### src/sv/alpha_priority_weighted_blend_macros.svh
// Assertion helpers shared by the blend RTL.
// Each macro expects clk and rst_n in the enclosing module.
`ifndef ALPHA_PRIORITY_WEIGHTED_BLEND_MACROS_SVH
`define ALPHA_PRIORITY_WEIGHTED_BLEND_MACROS_SVH

// Same-cycle implication.
`define APWB_IMPLY(lbl, ante, cons) \
    lbl: assert property (@(posedge clk) disable iff (!rst_n) (ante) |-> (cons)) \
        else $error("blend check failed");

// Next-cycle implication.
`define APWB_NEXT(lbl, ante, cons) \
    lbl: assert property (@(posedge clk) disable iff (!rst_n) (ante) |=> (cons)) \
        else $error("blend check failed");

`endif

### src/sv/apwb_pkg.sv
`default_nettype none

package apwb_pkg;

    localparam int MAX_DIM    = 4096;
    localparam int CHANNELS   = 4;
    localparam int NUM_CH     = 4;
    localparam int ALPHA_CH   = 3;

    localparam int COORD_W    = 12;
    localparam int CH_W       = 8;
    localparam int WEIGHT_W   = 9;
    localparam int DIM_W      = 13;
    localparam int DX_W       = COORD_W + 2;
    localparam int CFG_IDX_W  = 3;

    localparam logic [WEIGHT_W-1:0] WEIGHT_ONE = WEIGHT_W'(256);
    // Largest size that a 13-bit register can ask for is 8191.
    localparam logic [DIM_W-1:0] DIM_LIMIT =
        DIM_W'((MAX_DIM > (2 ** DIM_W) - 1) ? (2 ** DIM_W) - 1 : MAX_DIM);

    typedef enum logic [CFG_IDX_W-1:0] {
        CFG_WEIGHT      = 3'd0,
        CFG_HAS_ALPHA   = 3'd1,
        CFG_OFFSET_X    = 3'd2,
        CFG_OFFSET_Y    = 3'd3,
        CFG_DEST_WIDTH  = 3'd4,
        CFG_DEST_HEIGHT = 3'd5
    } cfg_index_t;

    typedef struct packed {
        logic [COORD_W-1:0] src_x;
        logic [COORD_W-1:0] src_y;
        logic [CH_W-1:0]    src_c0;
        logic [CH_W-1:0]    src_c1;
        logic [CH_W-1:0]    src_c2;
        logic [CH_W-1:0]    src_c3;
        logic [CH_W-1:0]    dst_c0;
        logic [CH_W-1:0]    dst_c1;
        logic [CH_W-1:0]    dst_c2;
        logic [CH_W-1:0]    dst_c3;
    } pixel_t;

    typedef struct packed {
        logic               write_enable;
        logic [COORD_W-1:0] out_x;
        logic [COORD_W-1:0] out_y;
        logic [CH_W-1:0]    out_c0;
        logic [CH_W-1:0]    out_c1;
        logic [CH_W-1:0]    out_c2;
        logic [CH_W-1:0]    out_c3;
    } result_t;

    typedef struct packed {
        logic [WEIGHT_W-1:0]     weight;
        logic                    has_alpha;
        logic signed [DIM_W-1:0] offset_x;
        logic signed [DIM_W-1:0] offset_y;
        logic [DIM_W-1:0]        dest_width;
        logic [DIM_W-1:0]        dest_height;
    } cfg_t;

    localparam cfg_t CFG_RESET = '{
        weight:      WEIGHT_ONE,
        has_alpha:   1'b1,
        offset_x:    '0,
        offset_y:    '0,
        dest_width:  DIM_W'(4096),
        dest_height: DIM_W'(4096)
    };

endpackage

`default_nettype wire

### src/sv/apwb_blend.sv
`default_nettype none

module apwb_blend (
    input  apwb_pkg::pixel_t  pixel,
    input  apwb_pkg::cfg_t    cfg,
    output apwb_pkg::result_t result
);
    import apwb_pkg::*;

    localparam int PROD_W = CH_W + WEIGHT_W + 3;
    localparam logic signed [PROD_W-1:0] ROUND = PROD_W'(1 << (CH_W - 1));

    // d + ((s - d) * w + half) >>> 8 equals (s*w + d*(256-w) + half) >> 8
    function automatic logic [CH_W-1:0] blend8(
        input logic [CH_W-1:0]     s_val,
        input logic [CH_W-1:0]     d_val,
        input logic [WEIGHT_W-1:0] wt
    );
        logic signed [CH_W+1:0]  diff;
        logic signed [PROD_W-1:0] prod;
        diff = $signed({2'b00, s_val}) - $signed({2'b00, d_val});
        prod = PROD_W'(diff) * PROD_W'($signed({1'b0, wt}));
        prod = prod + ROUND;
        return d_val + prod[2*CH_W-1:CH_W];
    endfunction

    logic [WEIGHT_W-1:0]    w;
    logic signed [DX_W-1:0] dx;
    logic signed [DX_W-1:0] dy;
    logic [DIM_W-1:0]       wmax;
    logic [DIM_W-1:0]       hmax;
    logic                   in_bounds;
    logic                   alpha_mode;
    logic                   we;
    logic [CH_W-1:0]        s   [NUM_CH];
    logic [CH_W-1:0]        d   [NUM_CH];
    logic [CH_W-1:0]        mix [NUM_CH];
    logic [CH_W-1:0]        r   [NUM_CH];

    always_comb
    begin
        w = (cfg.weight > WEIGHT_ONE) ? WEIGHT_ONE : cfg.weight;

        dx = $signed({2'b00, pixel.src_x})
           + $signed({{(DX_W-DIM_W){cfg.offset_x[DIM_W-1]}}, cfg.offset_x});
        dy = $signed({2'b00, pixel.src_y})
           + $signed({{(DX_W-DIM_W){cfg.offset_y[DIM_W-1]}}, cfg.offset_y});

        wmax = (cfg.dest_width  > DIM_LIMIT) ? DIM_LIMIT : cfg.dest_width;
        hmax = (cfg.dest_height > DIM_LIMIT) ? DIM_LIMIT : cfg.dest_height;

        // A nonnegative shifted coordinate never exceeds 13 bits.
        in_bounds = !dx[DX_W-1] && (dx[DIM_W-1:0] < wmax)
                 && !dy[DX_W-1] && (dy[DIM_W-1:0] < hmax);

        alpha_mode = cfg.has_alpha && (CHANNELS == 4);

        s[0] = pixel.src_c0;
        s[1] = pixel.src_c1;
        s[2] = pixel.src_c2;
        s[3] = pixel.src_c3;
        d[0] = pixel.dst_c0;
        d[1] = pixel.dst_c1;
        d[2] = pixel.dst_c2;
        d[3] = pixel.dst_c3;

        for (int i = 0; i < NUM_CH; i++)
        begin
            mix[i] = blend8(s[i], d[i], w);
            r[i]   = d[i];
        end

        we = 1'b1;
        if ((w == '0) || !in_bounds)
        begin
            we = 1'b0;
        end
        else if (alpha_mode)
        begin
            if (w == WEIGHT_ONE)
            begin
                if (s[ALPHA_CH] == '0)
                begin
                    we = 1'b0;
                end
                else
                begin
                    for (int i = 0; i < NUM_CH; i++)
                    begin
                        r[i] = s[i];
                    end
                end
            end
            else if ((s[ALPHA_CH] == '0) || (s[ALPHA_CH] < d[ALPHA_CH]))
            begin
                // weaker source: skip
                we = 1'b0;
            end
            else if ((d[ALPHA_CH] == '0) || (s[ALPHA_CH] > d[ALPHA_CH]))
            begin
                for (int i = 0; i < NUM_CH; i++)
                begin
                    r[i] = s[i];
                end
            end
            else
            begin
                // equal alphas: blend color, keep alpha
                for (int i = 0; i < ALPHA_CH; i++)
                begin
                    r[i] = mix[i];
                end
                r[ALPHA_CH] = s[ALPHA_CH];
            end
        end
        else
        begin
            for (int i = 0; i < NUM_CH; i++)
            begin
                if (i < CHANNELS)
                begin
                    r[i] = (w == WEIGHT_ONE) ? s[i] : mix[i];
                end
            end
        end

        result = '0;
        if (we)
        begin
            result.write_enable = 1'b1;
            result.out_x  = dx[COORD_W-1:0];
            result.out_y  = dy[COORD_W-1:0];
            result.out_c0 = r[0];
            result.out_c1 = r[1];
            result.out_c2 = r[2];
            result.out_c3 = r[3];
        end
    end

endmodule

`default_nettype wire

### src/sv/alpha_priority_weighted_blend.sv
// Channel   Handshake               Payload
// pixel     pixel_valid/stall       pixel (source pixel, coordinates, destination pixel)
// blend     blend_valid/stall       blend (write enable, destination coordinates, channels)
// cfg       cfg_valid/cfg_ready     cfg_index, cfg_data (register write)
//
// One request per clock while blend_stall is low; a request goes through the input, then the result register.
// The per-pixel shift, bounds check and one 9x10 multiply per channel sit between them.
// rst_n clears both valid flags and loads the register reset values; no clearing pass.
// A stalled result holds; the input register still takes one more request behind it.
// cfg_ready is always high; write registers only while no request is in flight.
`default_nettype none

`include "alpha_priority_weighted_blend_macros.svh"

module alpha_priority_weighted_blend (
    input  wire                                clk,
    input  wire                                rst_n,
    input  wire                                pixel_valid,
    output logic                               pixel_stall,
    input  apwb_pkg::pixel_t                   pixel,
    output logic                               blend_valid,
    input  wire                                blend_stall,
    output apwb_pkg::result_t                  blend,
    input  wire                                cfg_valid,
    output logic                               cfg_ready,
    input  wire  [apwb_pkg::CFG_IDX_W-1:0]     cfg_index,
    input  wire  [apwb_pkg::DIM_W-1:0]         cfg_data
);
    import apwb_pkg::*;

    cfg_t    cfg_reg;
    cfg_t    cfg_next;
    logic    s1_valid_reg;
    logic    s1_valid_next;
    pixel_t  s1_pixel_reg;
    logic    s2_valid_reg;
    logic    s2_valid_next;
    result_t s2_result_reg;
    result_t blend_result;
    logic    pixel_accept;
    logic    s2_load;

    assign cfg_ready = 1'b1;

    always_comb
    begin
        cfg_next = cfg_reg;
        if (cfg_valid && cfg_ready)
        begin
            case (cfg_index_t'(cfg_index))
                CFG_WEIGHT:      cfg_next.weight      = cfg_data[WEIGHT_W-1:0];
                CFG_HAS_ALPHA:   cfg_next.has_alpha   = cfg_data[0];
                CFG_OFFSET_X:    cfg_next.offset_x    = $signed(cfg_data);
                CFG_OFFSET_Y:    cfg_next.offset_y    = $signed(cfg_data);
                CFG_DEST_WIDTH:  cfg_next.dest_width  = cfg_data;
                CFG_DEST_HEIGHT: cfg_next.dest_height = cfg_data;
                default:         cfg_next = cfg_reg;
            endcase
        end
    end

    // Advance the result register when it is empty or being taken.
    assign s2_load      = s1_valid_reg && (!s2_valid_reg || !blend_stall);
    assign pixel_stall  = s1_valid_reg && !s2_load;
    assign pixel_accept = pixel_valid && !pixel_stall;

    always_comb
    begin
        s1_valid_next = s1_valid_reg;
        if (pixel_accept)
        begin
            s1_valid_next = 1'b1;
        end
        else if (s2_load)
        begin
            s1_valid_next = 1'b0;
        end

        s2_valid_next = s2_valid_reg;
        if (s2_load)
        begin
            s2_valid_next = 1'b1;
        end
        else if (!blend_stall)
        begin
            s2_valid_next = 1'b0;
        end
    end

    always_ff @(posedge clk or negedge rst_n)
    begin
        if (!rst_n)
        begin
            cfg_reg      <= CFG_RESET;
            s1_valid_reg <= 1'b0;
            s2_valid_reg <= 1'b0;
        end
        else
        begin
            cfg_reg      <= cfg_next;
            s1_valid_reg <= s1_valid_next;
            s2_valid_reg <= s2_valid_next;
        end
    end

    always_ff @(posedge clk)
    begin
        if (pixel_accept)
        begin
            s1_pixel_reg <= pixel;
        end
        if (s2_load)
        begin
            s2_result_reg <= blend_result;
        end
    end

    apwb_blend u_blend (
        .pixel  (s1_pixel_reg),
        .cfg    (cfg_reg),
        .result (blend_result)
    );

    assign blend_valid = s2_valid_reg;
    assign blend       = s2_result_reg;

    `APWB_IMPLY(a_skip_is_zero, blend_valid && !blend.write_enable,
        (blend.out_x == '0) && (blend.out_y == '0) && (blend.out_c0 == '0)
        && (blend.out_c1 == '0) && (blend.out_c2 == '0) && (blend.out_c3 == '0))
    `APWB_IMPLY(a_zero_weight_skips, blend_valid && (cfg_reg.weight == '0),
        !blend.write_enable)
    `APWB_IMPLY(a_write_in_bounds, blend_valid && blend.write_enable,
        ({1'b0, blend.out_x} < cfg_reg.dest_width)
        && ({1'b0, blend.out_y} < cfg_reg.dest_height))
    `APWB_IMPLY(a_full_pipe_stalls, s1_valid_reg && blend_valid && blend_stall,
        pixel_stall)
    `APWB_NEXT(a_request_lands, pixel_valid && !pixel_stall, s1_valid_reg)

endmodule

`default_nettype wire
### config.mk
export PLATFORM = sky130hd
export DESIGN_NAME = alpha_priority_weighted_blend
export DESIGN_NICKNAME = d
export VERILOG_FILES = /design/src/sv/apwb_pkg.sv /design/src/sv/apwb_blend.sv /design/src/sv/alpha_priority_weighted_blend.sv
export VERILOG_INCLUDE_DIRS = /design/src /design/src/sv
export SDC_FILE = /design/constraint.sdc
export NUM_CORES = 1
export LEC_CHECK = 0
export BUFFER_PORTS_ARGS = -buffer_cell sky130_fd_sc_hd__buf_2
export CAP_MARGIN = 20
export CORE_UTILIZATION = 60
export CTS_CLUSTER_SIZE = 16
export DETAILED_ROUTE_END_ITERATION = 10
export MAX_ROUTING_LAYER = met4
export PLACE_DENSITY = 0.8
export SLEW_MARGIN = 20
export SYNTH_ARGS = -nofsm -noshare
export SYNTH_HDL_FRONTEND = slang
export SYNTH_SLANG_ARGS = --single-unit
### constraint.sdc
create_clock -name clk -period 10.4 [get_ports clk]
set_clock_uncertainty 0.05 [all_clocks]
set_input_delay 0.52 -clock clk [delete_from_list [all_inputs] [get_ports clk]]
set_output_delay 0.52 -clock clk [all_outputs]
set_load 0.03 [all_outputs]
# After elaboration in Yosys (flattened, before gate mapping)
# Index checks and enable logic that the tools add are counted.
[totals] input_bits=109 out_inout_bits=60 register_bits=209 word_cells=108
[classes] muxes=23 multipliers=4 n_reduce_logical=28 magnitude_cmp=7 add_sub_neg=14 eq_ne=7
[op_table] op="$mux W32" n=6
[op_table] op="$add A16 B9 Y16 const B" n=4
[op_table] op="$mul A9 B10 Y16" n=4
[op_table] op="$mux W57" n=1
[op_table] op="$sub A8 B8 Y9" n=4
[op_table] op="$add A8 B8 Y8" n=4
[op_table] op="$mux W8" n=4
[op_table] op="$add A13 B13 Y14" n=2
[op_table] op="$gt A13 B13 Y1 const B" n=2
[op_table] op="$lt A13 B13 Y1" n=2
[op_table] op="$mux W13" n=2
[op_table] op="$logic_not A8 Y1" n=2
[op_table] op="$reduce_and A2 Y1" n=6
[op_table] op="$eq A9 B9 Y1 const B" n=1
[op_table] op="$gt A9 B9 Y1 const B" n=1
[op_table] op="$logic_not A9 Y1" n=1
[op_table] op="$mux W1" n=9
[op_table] op="$mux W9" n=1
[op_table] op="$gt A8 B8 Y1" n=1
[op_table] op="$lt A8 B8 Y1" n=1
[op_table] op="$logic_not A1 Y1" n=7
[op_table] op="$eq A3 B2 Y1 const B" n=2
[op_table] op="$eq A3 B3 Y1 const B" n=2
[op_table] op="$logic_and A1 B1 Y1" n=6
[op_table] op="5 further kinds" n=8

# Longest topological paths before layout
# Gate-level depths: netlist of run 1.
[logic_depth] word_depth=11 mapped_depth=35 mapped_depth_nobuf=35

# Cells and area by module
# A second synthesis of run 1 with hierarchy kept.
[hier_totals] cells_unflattened=2220 area_unflattened_um2=22173.8
[by_module_without_submodules] mod="apwb_blend" area_per_inst_um2=15359.7 cells_per_inst=1931 instances=1 seq_area_each_um2=0.0
[by_module_without_submodules] mod="alpha_priority_weighted_blend" area_per_inst_um2=6814.0 cells_per_inst=289 instances=1 seq_area_each_um2=5960.7

# Worst setup path before layout of run 1
# No wires, ideal clock.
[synth_timing] path_kind="flip-flop to flip-flop" startpoint="register s1_pixel_reg[8] in the netlist's numbering" endpoint="register s2_result_reg (netlist bit blend[15]) (data pin)" t_arrival_ns=7.982 required_time_ns=10.080 path_stages_with_launch=32 setup_ns=0.270 setup_slack_ns=2.098 n_path_buf=0 period_less_slack_ns=8.302 path_cell_list="edfxtp_1 -> ha_1 -> fa_1 -> nor2b_1 -> o21ai_0 -> a21oi_1 -> o21ai_0 -> a21oi_2 -> inv_1 -> nand2_1 -> fa_1 -> fa_1 -> inv_1 -> fa_1 -> fa_1 -> fa_1 -> ha_1 -> inv_1 -> or4_4 -> a31oi_4 -> a21oi_1 -> xnor2_1 -> ha_1 -> o21ai_0 -> inv_1 -> a2111oi_0 -> nor3_1 -> a2111oi_4 -> o22ai_1 -> nor3b_1 -> o32ai_1 -> a21oi_1"
[synth_via] elab_chain_cells=9 word_cells_on_any_way=10 cone_classes="add/sub: 3; mul: 1; mux: 6"
[synth_rtl] element="start: declaration" line_no="alpha_priority_weighted_blend.sv:35" text="pixel_t s1_pixel_reg;"
[synth_rtl] element="start signal: assignment" line_no="alpha_priority_weighted_blend.sv:110" text="s1_pixel_reg <= pixel;"
[synth_rtl] element="$sub A8 B8 Y9" line_no="apwb_blend.sv:21" text="diff = $signed({2'b00, s_val}) - $signed({2'b00, d_val});"
[synth_rtl] element="$mul A9 B10 Y16" line_no="apwb_blend.sv:22" text="prod = PROD_W'(diff) * PROD_W'($signed({1'b0, wt}));"
[synth_rtl] element="$add A16 B9 Y16" line_no="apwb_blend.sv:23" text="prod = prod + ROUND;"
[synth_rtl] element="$add A8 B8 Y8 (*)" line_no="apwb_blend.sv:24" text="return d_val + prod[2*CH_W-1:CH_W];"
[synth_rtl] element="$mux W32" line_no="apwb_blend.sv:99" text="else if ((d[ALPHA_CH] == '0) || (s[ALPHA_CH] > d[ALPHA_CH]))"
[synth_rtl] element="$mux W32" line_no="apwb_blend.sv:94" text="else if ((s[ALPHA_CH] == '0) || (s[ALPHA_CH] < d[ALPHA_CH]))"
[synth_rtl] element="$mux W32" line_no="apwb_blend.sv:80" text="if (w == WEIGHT_ONE)"
[synth_rtl] element="$mux W32 (*)" line_no="apwb_blend.sv:78" text="else if (alpha_mode)"
[synth_rtl] element="$mux W32 (*)" line_no="apwb_blend.sv:74" text="if ((w == '0) || !in_bounds)"
[synth_rtl] element="end signal: assignment" line_no="alpha_priority_weighted_blend.sv:114" text="s2_result_reg <= blend_result;"
[synth_rtl] element="end: declaration" line_no="alpha_priority_weighted_blend.sv:38" text="result_t s2_result_reg;"
# Every way passes the cells marked *; elsewhere a longest branch is shown, timed or not.
# A chain may end at the register's enable or synchronous reset.

# Worst setup path after layout of run 1
# Same ends and word-level chain as after synthesis.

==> results of run 1 <==
==> cell type report <==
cell class              count  area (sq um)
multi-input cells        1634         14470
clock buffers              33         633.1
inverters                 271          1017
well taps                 461         576.8
diodes                      4         10.01
fillers                  2762         11820
clock inverters             4         36.28
repair buffers            194          1039
flip-flops and latches    209          5961
==> placed cells by master (no fill, tap or decap), drive strengths merged, types with 9 or more instances in the layout <==
cell / Yosys / layout
o22ai: 25 / 25
o21bai: 14 / 14
edfxtp: 145 / 145
a21o: 30 / 30
inv: 271 / 272
a211oi: 12 / 12
clkbuf: 56 / 33
or2: 14 / 14
nand4: 9 / 9
a21oi: 82 / 82
mux2i: 9 / 9
nand2b: 63 / 63
xor2: 41 / 41
nor4: 16 / 16
a311oi: 11 / 11
ha: 244 / 244
nor2: 189 / 189
dfrtp: 60 / 60
xnor2: 79 / 79
or3: 9 / 9
nand3: 22 / 22
o21a: 12 / 12
mux2: 62 / 62
nor3: 27 / 27
fa: 210 / 210
and2: 52 / 52
nor2b: 23 / 23
o21ai: 66 / 66
a2111oi: 11 / 11
nand2: 220 / 220
buf: 16 / 194
==> per-stage QoR <==
stage	hold slack [ns]	std cells	utilization (%)	cell area [sq um]
global placement	0.4182	2769	64.84	23060
floorplan	0.1744	2186	-	21710
finish	0.1266	2810	66.76	23750
global route	0.1196	2809	66.75	23740
CTS	0.1165	2806	66.73	23740
detailed placement	0.4350	2769	64.85	23070
==> kinds of logic after synthesis <==
kind of cell	share of synthesized area (%)
AO/OA/AOI/OAI	9.895
other	0.01727
adder cells (fa/ha/maj)	33.42
XOR/XNOR	4.944
AND/OR/NAND/NOR	14.61
multiplexers	3.631
flip-flops	27.45
buffers and inverters	6.028
==> worst min path at each step <==
stage / endpoint
final: s1_pixel_reg[47]
after global routing: s1_pixel_reg[23]
after CTS: s1_pixel_reg[23]
after detailed placement: blend_valid
after global placement: blend_valid
after floorplan: blend_valid
==> layer usage <==
| metal | share of wire, % | track usage, % |
|---|---|---|
| met5 | 0 | - |
| met4 | 4.2 | 13.87 |
| met3 | 8.4 | 4.769 |
| met2 | 48 | 55.44 |
| met1 | 39 | 42.42 |
==> worst reg2reg max path, delay by kind of cell, from the launching register on <==
family                   cells  cell delay, ns
AO/OA/AOI/OAI               12            2.89
XOR/XNOR                     1            0.14
buffers and inverters        4            0.42
AND/OR/NAND/NOR              5            1.17
flip-flops                   1            0.46
adder cells (fa/ha/maj)      9            3.86
==> results.yml, run 1 <==
synth:
  synthMostInstantiatedCell: "inv_1"
  synthesis.area_per_instance_sq_um: 9.932
  yosys_warnings: 0
  synthArstFlopShare_pct: 30.62
  synth.top_cell.area_share_pct: 20.05
  netlist_area_sq_mm: 0.02171
  syn-num-nets: 2749
  synth-main-ff-cell: "edfxtp_1"
  yosysUniqueCellTypes: 80
  yosys-top-cells-count: "inv_1, ha_1, nand2_1"
  post-synth-top-area-cell: "edfxtp_1"
  count_of_flip_flops_with_a_built_in_enable_after_synthesis: 145
  postSynthCellCount: 2186
  synth_seq_cells: 209
  synth_area_leaders: "edfxtp_1, fa_1, ha_1"
  synth_sequential_area_ratio_pct: 27.45
placed_design:
  dpl.hpwl_um: 44890
  placement.setup.worst_slack_ns: 1.299
  numPortBuffers: 167
  final_estimated_routing_congestion_in_global_placement: 0.9391
floorplan:
  dieHeight_um: 192.2
  floorplan.rows: 69
  fp.coreArea_sq_mm: 0.03557
  initial_utilization_pct: 61.04
  floorplan.die.width_um: 192.2
  die_area_sq_mm: 0.03695
  ios: 169
sta:
  hold_violations: 0
  worst-slew-pin-transition_ns: 1.050
  total_negative_setup_slack_ns: 0
  final_min_period_over_clock_period_pct: 88.98
  rsz_0062_raised_after_global_routing: "no"
  setup_viol: 0
  fmax_mhz: 108.1
  worst_rel_slew_slack_pct: 29.95
  setup_slack_ns: 1.146
  finalMaxSlewViolations: 0
  period_needed_ns: 9.254
cts:
  tritoncts_num_sinks: 209
  holdBufCountCts: 0
  worstSkewPairLatency_ns: 0.51
  cts.repair.resized: 0
  cts_buffer_depth: 3
  cts_inserted_buffers: 21
  cts-root-buf: "clkbuf_16"
  post-cts-setup-buffers: 0
  tritoncts: "yes"
  number_of_h_tree_branching_levels: 1
  clk_pin_slew_worst_paths_ns: 0.07
route:
  post-route-drc-count: 0
  initialDrtViolationCount: 1234
  drt.antenna.violating_nets: 0
  drt-vias-per-instance: 6.115
  detailedRoute.firstPassIterationCount: 8
  vias: 17180
  post_drt_wl_per_cell_um: 20.78
  totalWireLength_um: 58380
final_layout:
  nets: 2894
  final_layout_size_suffix_gt1_share_pct: 13.69
  largest_register_ffs: 88
  syn2layout_area_growth_pct: 9.364
worst_hold_path:
  min_path_cells: 1
  holdCritStartpoint: "pixel[47]"
  hp-class: "in2reg"
worst_setup_path:
  worst_path_largest_cell_delay_ns: 0.62
  crit_start: "s1_pixel_reg[8]"
  crit-reg2reg-capture: "blend[15]"
  end_kind: "register"
  critical_path_class: "reg2reg"
  critical_path_arrival_ns: 9.45
  cpMaxStageDelayCell: "a2111oi_0"
  timing.critical_path.max_delay_family: "adder cells"
  critPathMaxFanout: 9
  r2r_start: "s1_pixel_reg[8]"
  critPathRequiredTime_ns: 10.60
  setup.worst_path.start_class: "register"
  crit_path_frequent_cell: "fa_1"
  worstSetupPathDepth: 31
  cp-endpoint: "blend[15]"
  ff2ff_setup_slack_ns: 1.15
  reg2reg_depth: 31
  critical_path.n_buffers_inverters: 4
grt:
  grt_max_degree: 68
  first_global_vias: 18000
  grt_pass1_wl_um: 93870
  overflow: 0
  antenna_found_initial: 3
  track_usage_pct: 33.92
outcome:
  result_of_the_run: "complete, no violations"
job:
  maxCapViolCount: 0
Power of run 1 is not shown: default switching activity piles up to over one toggle a cycle in this logic, so the estimate is an artifact.
==> run 2, diff against run 1 <==
--- a/config.mk
+++ b/config.mk
@@ -6,6 +6,7 @@
 export SDC_FILE = /design/constraint.sdc
 export NUM_CORES = 1
 export LEC_CHECK = 0
+export ABC_AREA = 1
 export BUFFER_PORTS_ARGS = -buffer_cell sky130_fd_sc_hd__buf_2
 export CAP_MARGIN = 20
 export CORE_UTILIZATION = 60
==> run 2 against run 1 <==
  * Critical path depth grew 2
  * Critical endpoint is now blend[7]
  * Worst hold slack lost 0.0025 ns
  * Clock-buffer cell count shrank 3
  * Wire length grew 6.1%
  * Critical path type unchanged
  * Highest routed layer unchanged
  * First-iteration DRC count grew 31%
  * Largest cell class unchanged
  * Fmax grew 8.8%
  * Final cell count grew 17%
==> results.yml, run 2 <==
outcome:
  result_of_the_run: "complete, no violations"
floorplan:
  fp.coreArea_sq_mm: 0.03679
  ios: 169
  die_area_sq_mm: 0.03837
  floorplan.die.width_um: 195.9
  dieHeight_um: 195.9
  initial_utilization_pct: 61.31
  floorplan.rows: 70
synth:
  synthMostInstantiatedCell: "nand2_1"
  yosysUniqueCellTypes: 56
  count_of_flip_flops_with_a_built_in_enable_after_synthesis: 145
  synth_area_leaders: "edfxtp_1, fa_1, ha_1"
  synth_sequential_area_ratio_pct: 26.43
  yosys-top-cells-count: "nand2_1, inv_1, ha_1"
  yosys_warnings: 0
  synthArstFlopShare_pct: 30.62
  post-synth-top-area-cell: "edfxtp_1"
  synth-main-ff-cell: "edfxtp_1"
  synth.top_cell.area_share_pct: 19.31
  synth_seq_cells: 209
  postSynthCellCount: 2690
  synthesis.area_per_instance_sq_um: 8.384
  syn-num-nets: 3253
  netlist_area_sq_mm: 0.02255
worst_setup_path:
  reg2reg_depth: 33
  worst_path_largest_cell_delay_ns: 0.89
  cpMaxStageDelayCell: "dfstp_2"
  critPathRequiredTime_ns: 10.58
  crit_path_frequent_cell: "nand2_1"
  setup.worst_path.start_class: "register"
  end_kind: "register"
  critPathMaxFanout: 27
  critical_path_class: "reg2reg"
  critical_path_arrival_ns: 8.68
cts:
  number_of_h_tree_branching_levels: 1
  cts-root-buf: "clkbuf_16"
  post-cts-setup-buffers: 0
  cts_buffer_depth: 3
  holdBufCountCts: 0
  worstSkewPairLatency_ns: 0.51
  tritoncts_num_sinks: 209
  tritoncts: "yes"
  clk_pin_slew_worst_paths_ns: 0.07
  cts.repair.resized: 0
  cts_inserted_buffers: 21
sta:
  worst_rel_slew_slack_pct: 21.46
  finalMaxSlewViolations: 0
  worst-slew-pin-transition_ns: 1.176
  total_negative_setup_slack_ns: 0
  setup_viol: 0
  final_min_period_over_clock_period_pct: 81.81
  period_needed_ns: 8.509
  fmax_mhz: 117.5
  rsz_0062_raised_after_global_routing: "no"
  hold_violations: 0
final_layout:
  final_layout_size_suffix_gt1_share_pct: 10.32
  antenna_cells: 0
  most-common-layout-cells: "nand2_1, inv_1, ha_1"
  layout.cells.most_common: "nand2_1"
  syn2layout_area_growth_pct: 8.382
  largest_register_ffs: 88
  nets: 3380
worst_hold_path:
  hp-class: "in2reg"
  min_path_cells: 1
grt:
  first_global_vias: 19390
  antenna_found_initial: 0
  grt_max_degree: 89
  overflow: 0
  grt_pass1_wl_um: 99180
  track_usage_pct: 34.07
route:
  drt-vias-per-instance: 5.763
  vias: 19010
  post-route-drc-count: 0
  detailedRoute.firstPassIterationCount: 5
  drt.antenna.violating_nets: 0
  totalWireLength_um: 61930
  initialDrtViolationCount: 1614
  post_drt_wl_per_cell_um: 18.78
placed_design:
  dpl.hpwl_um: 47810
  numPortBuffers: 167
  final_estimated_routing_congestion_in_global_placement: 0.9740
job:
  maxCapViolCount: 0
[run 2: cell families (layout without fill, tap and decap cells)]
logic type	Yosys count	after routing	synth area share, %
flops	209	209	26.43
buf+inv	539	679	9.298
fa+ha+maj	454	454	32.18
xor+xnor	90	90	3.495
simple gates	1026	1026	19.00
other cells	1	1	0.01663
compound gates	371	371	9.586
[run 2: metal layers]
layer / routed length, um / up-vias / GRT usage, %
li1: - / 8883 / -
met1: 25180 / 9199 / 44.12
met2: 29700 / 777 / 55.15
met3: 4704 / 148 / 4.126
met4: 2346 / 0 / 12.79
met5: 0 / - / -
[run 2: layout make-up]
cell class,count,area (sq um)
Multi-Input combinational cell,1942,14520
Sequential cell,209,5961
Clock buffer,30,631.9
Fill cell,2997,12340
Clock inverter,6,60.06
Inverter,460,1728
Timing Repair Buffer,183,959.7
Tap cell,468,585.6
[run 2: critical path: cells and delay by family (launching register included)]
family / cells / cell delay [ns]
buffers and inverters: 5 / 1.15
AOI/OAI and AO/OA: 8 / 1.18
adders and majority gates: 7 / 3.17
DFF: 1 / 0.89
xor gates and xnor gates: 1 / 0.13
and+or+nand+nor: 12 / 1.63
[run 2: worst paths after layout]
path,startpoint,endpoint,slack [ns]
setup / recovery,cfg_reg[61],blend[7],1.89
hold / removal,pixel[73],s1_pixel_reg[73],0.12
setup reg to reg,cfg_reg[61],blend[7],1.89
hold reg to reg,cfg_reg[46],cfg_reg[46],0.44
max in group asynchronous,rst_n,cfg_reg[42],9.58
min in group asynchronous,rst_n,cfg_reg[32],0.14
[run 2: per-stage QoR]
step	hold WS [ns]	util [%]	cell area (sq um)	setup slack (ns)	std cells
after CTS	0.1138	66.44	24440	1.948	3298
after global placement	0.4207	64.56	23750	2.203	3262
after detailed placement	0.4295	64.56	23750	1.988	3262
final	0.1241	66.45	24440	1.891	3298
after floorplan	0.1744	-	22550	3.310	2690
after global routing	0.1124	66.45	24440	1.449	3298
Power of run 2 is left out for the same reason.
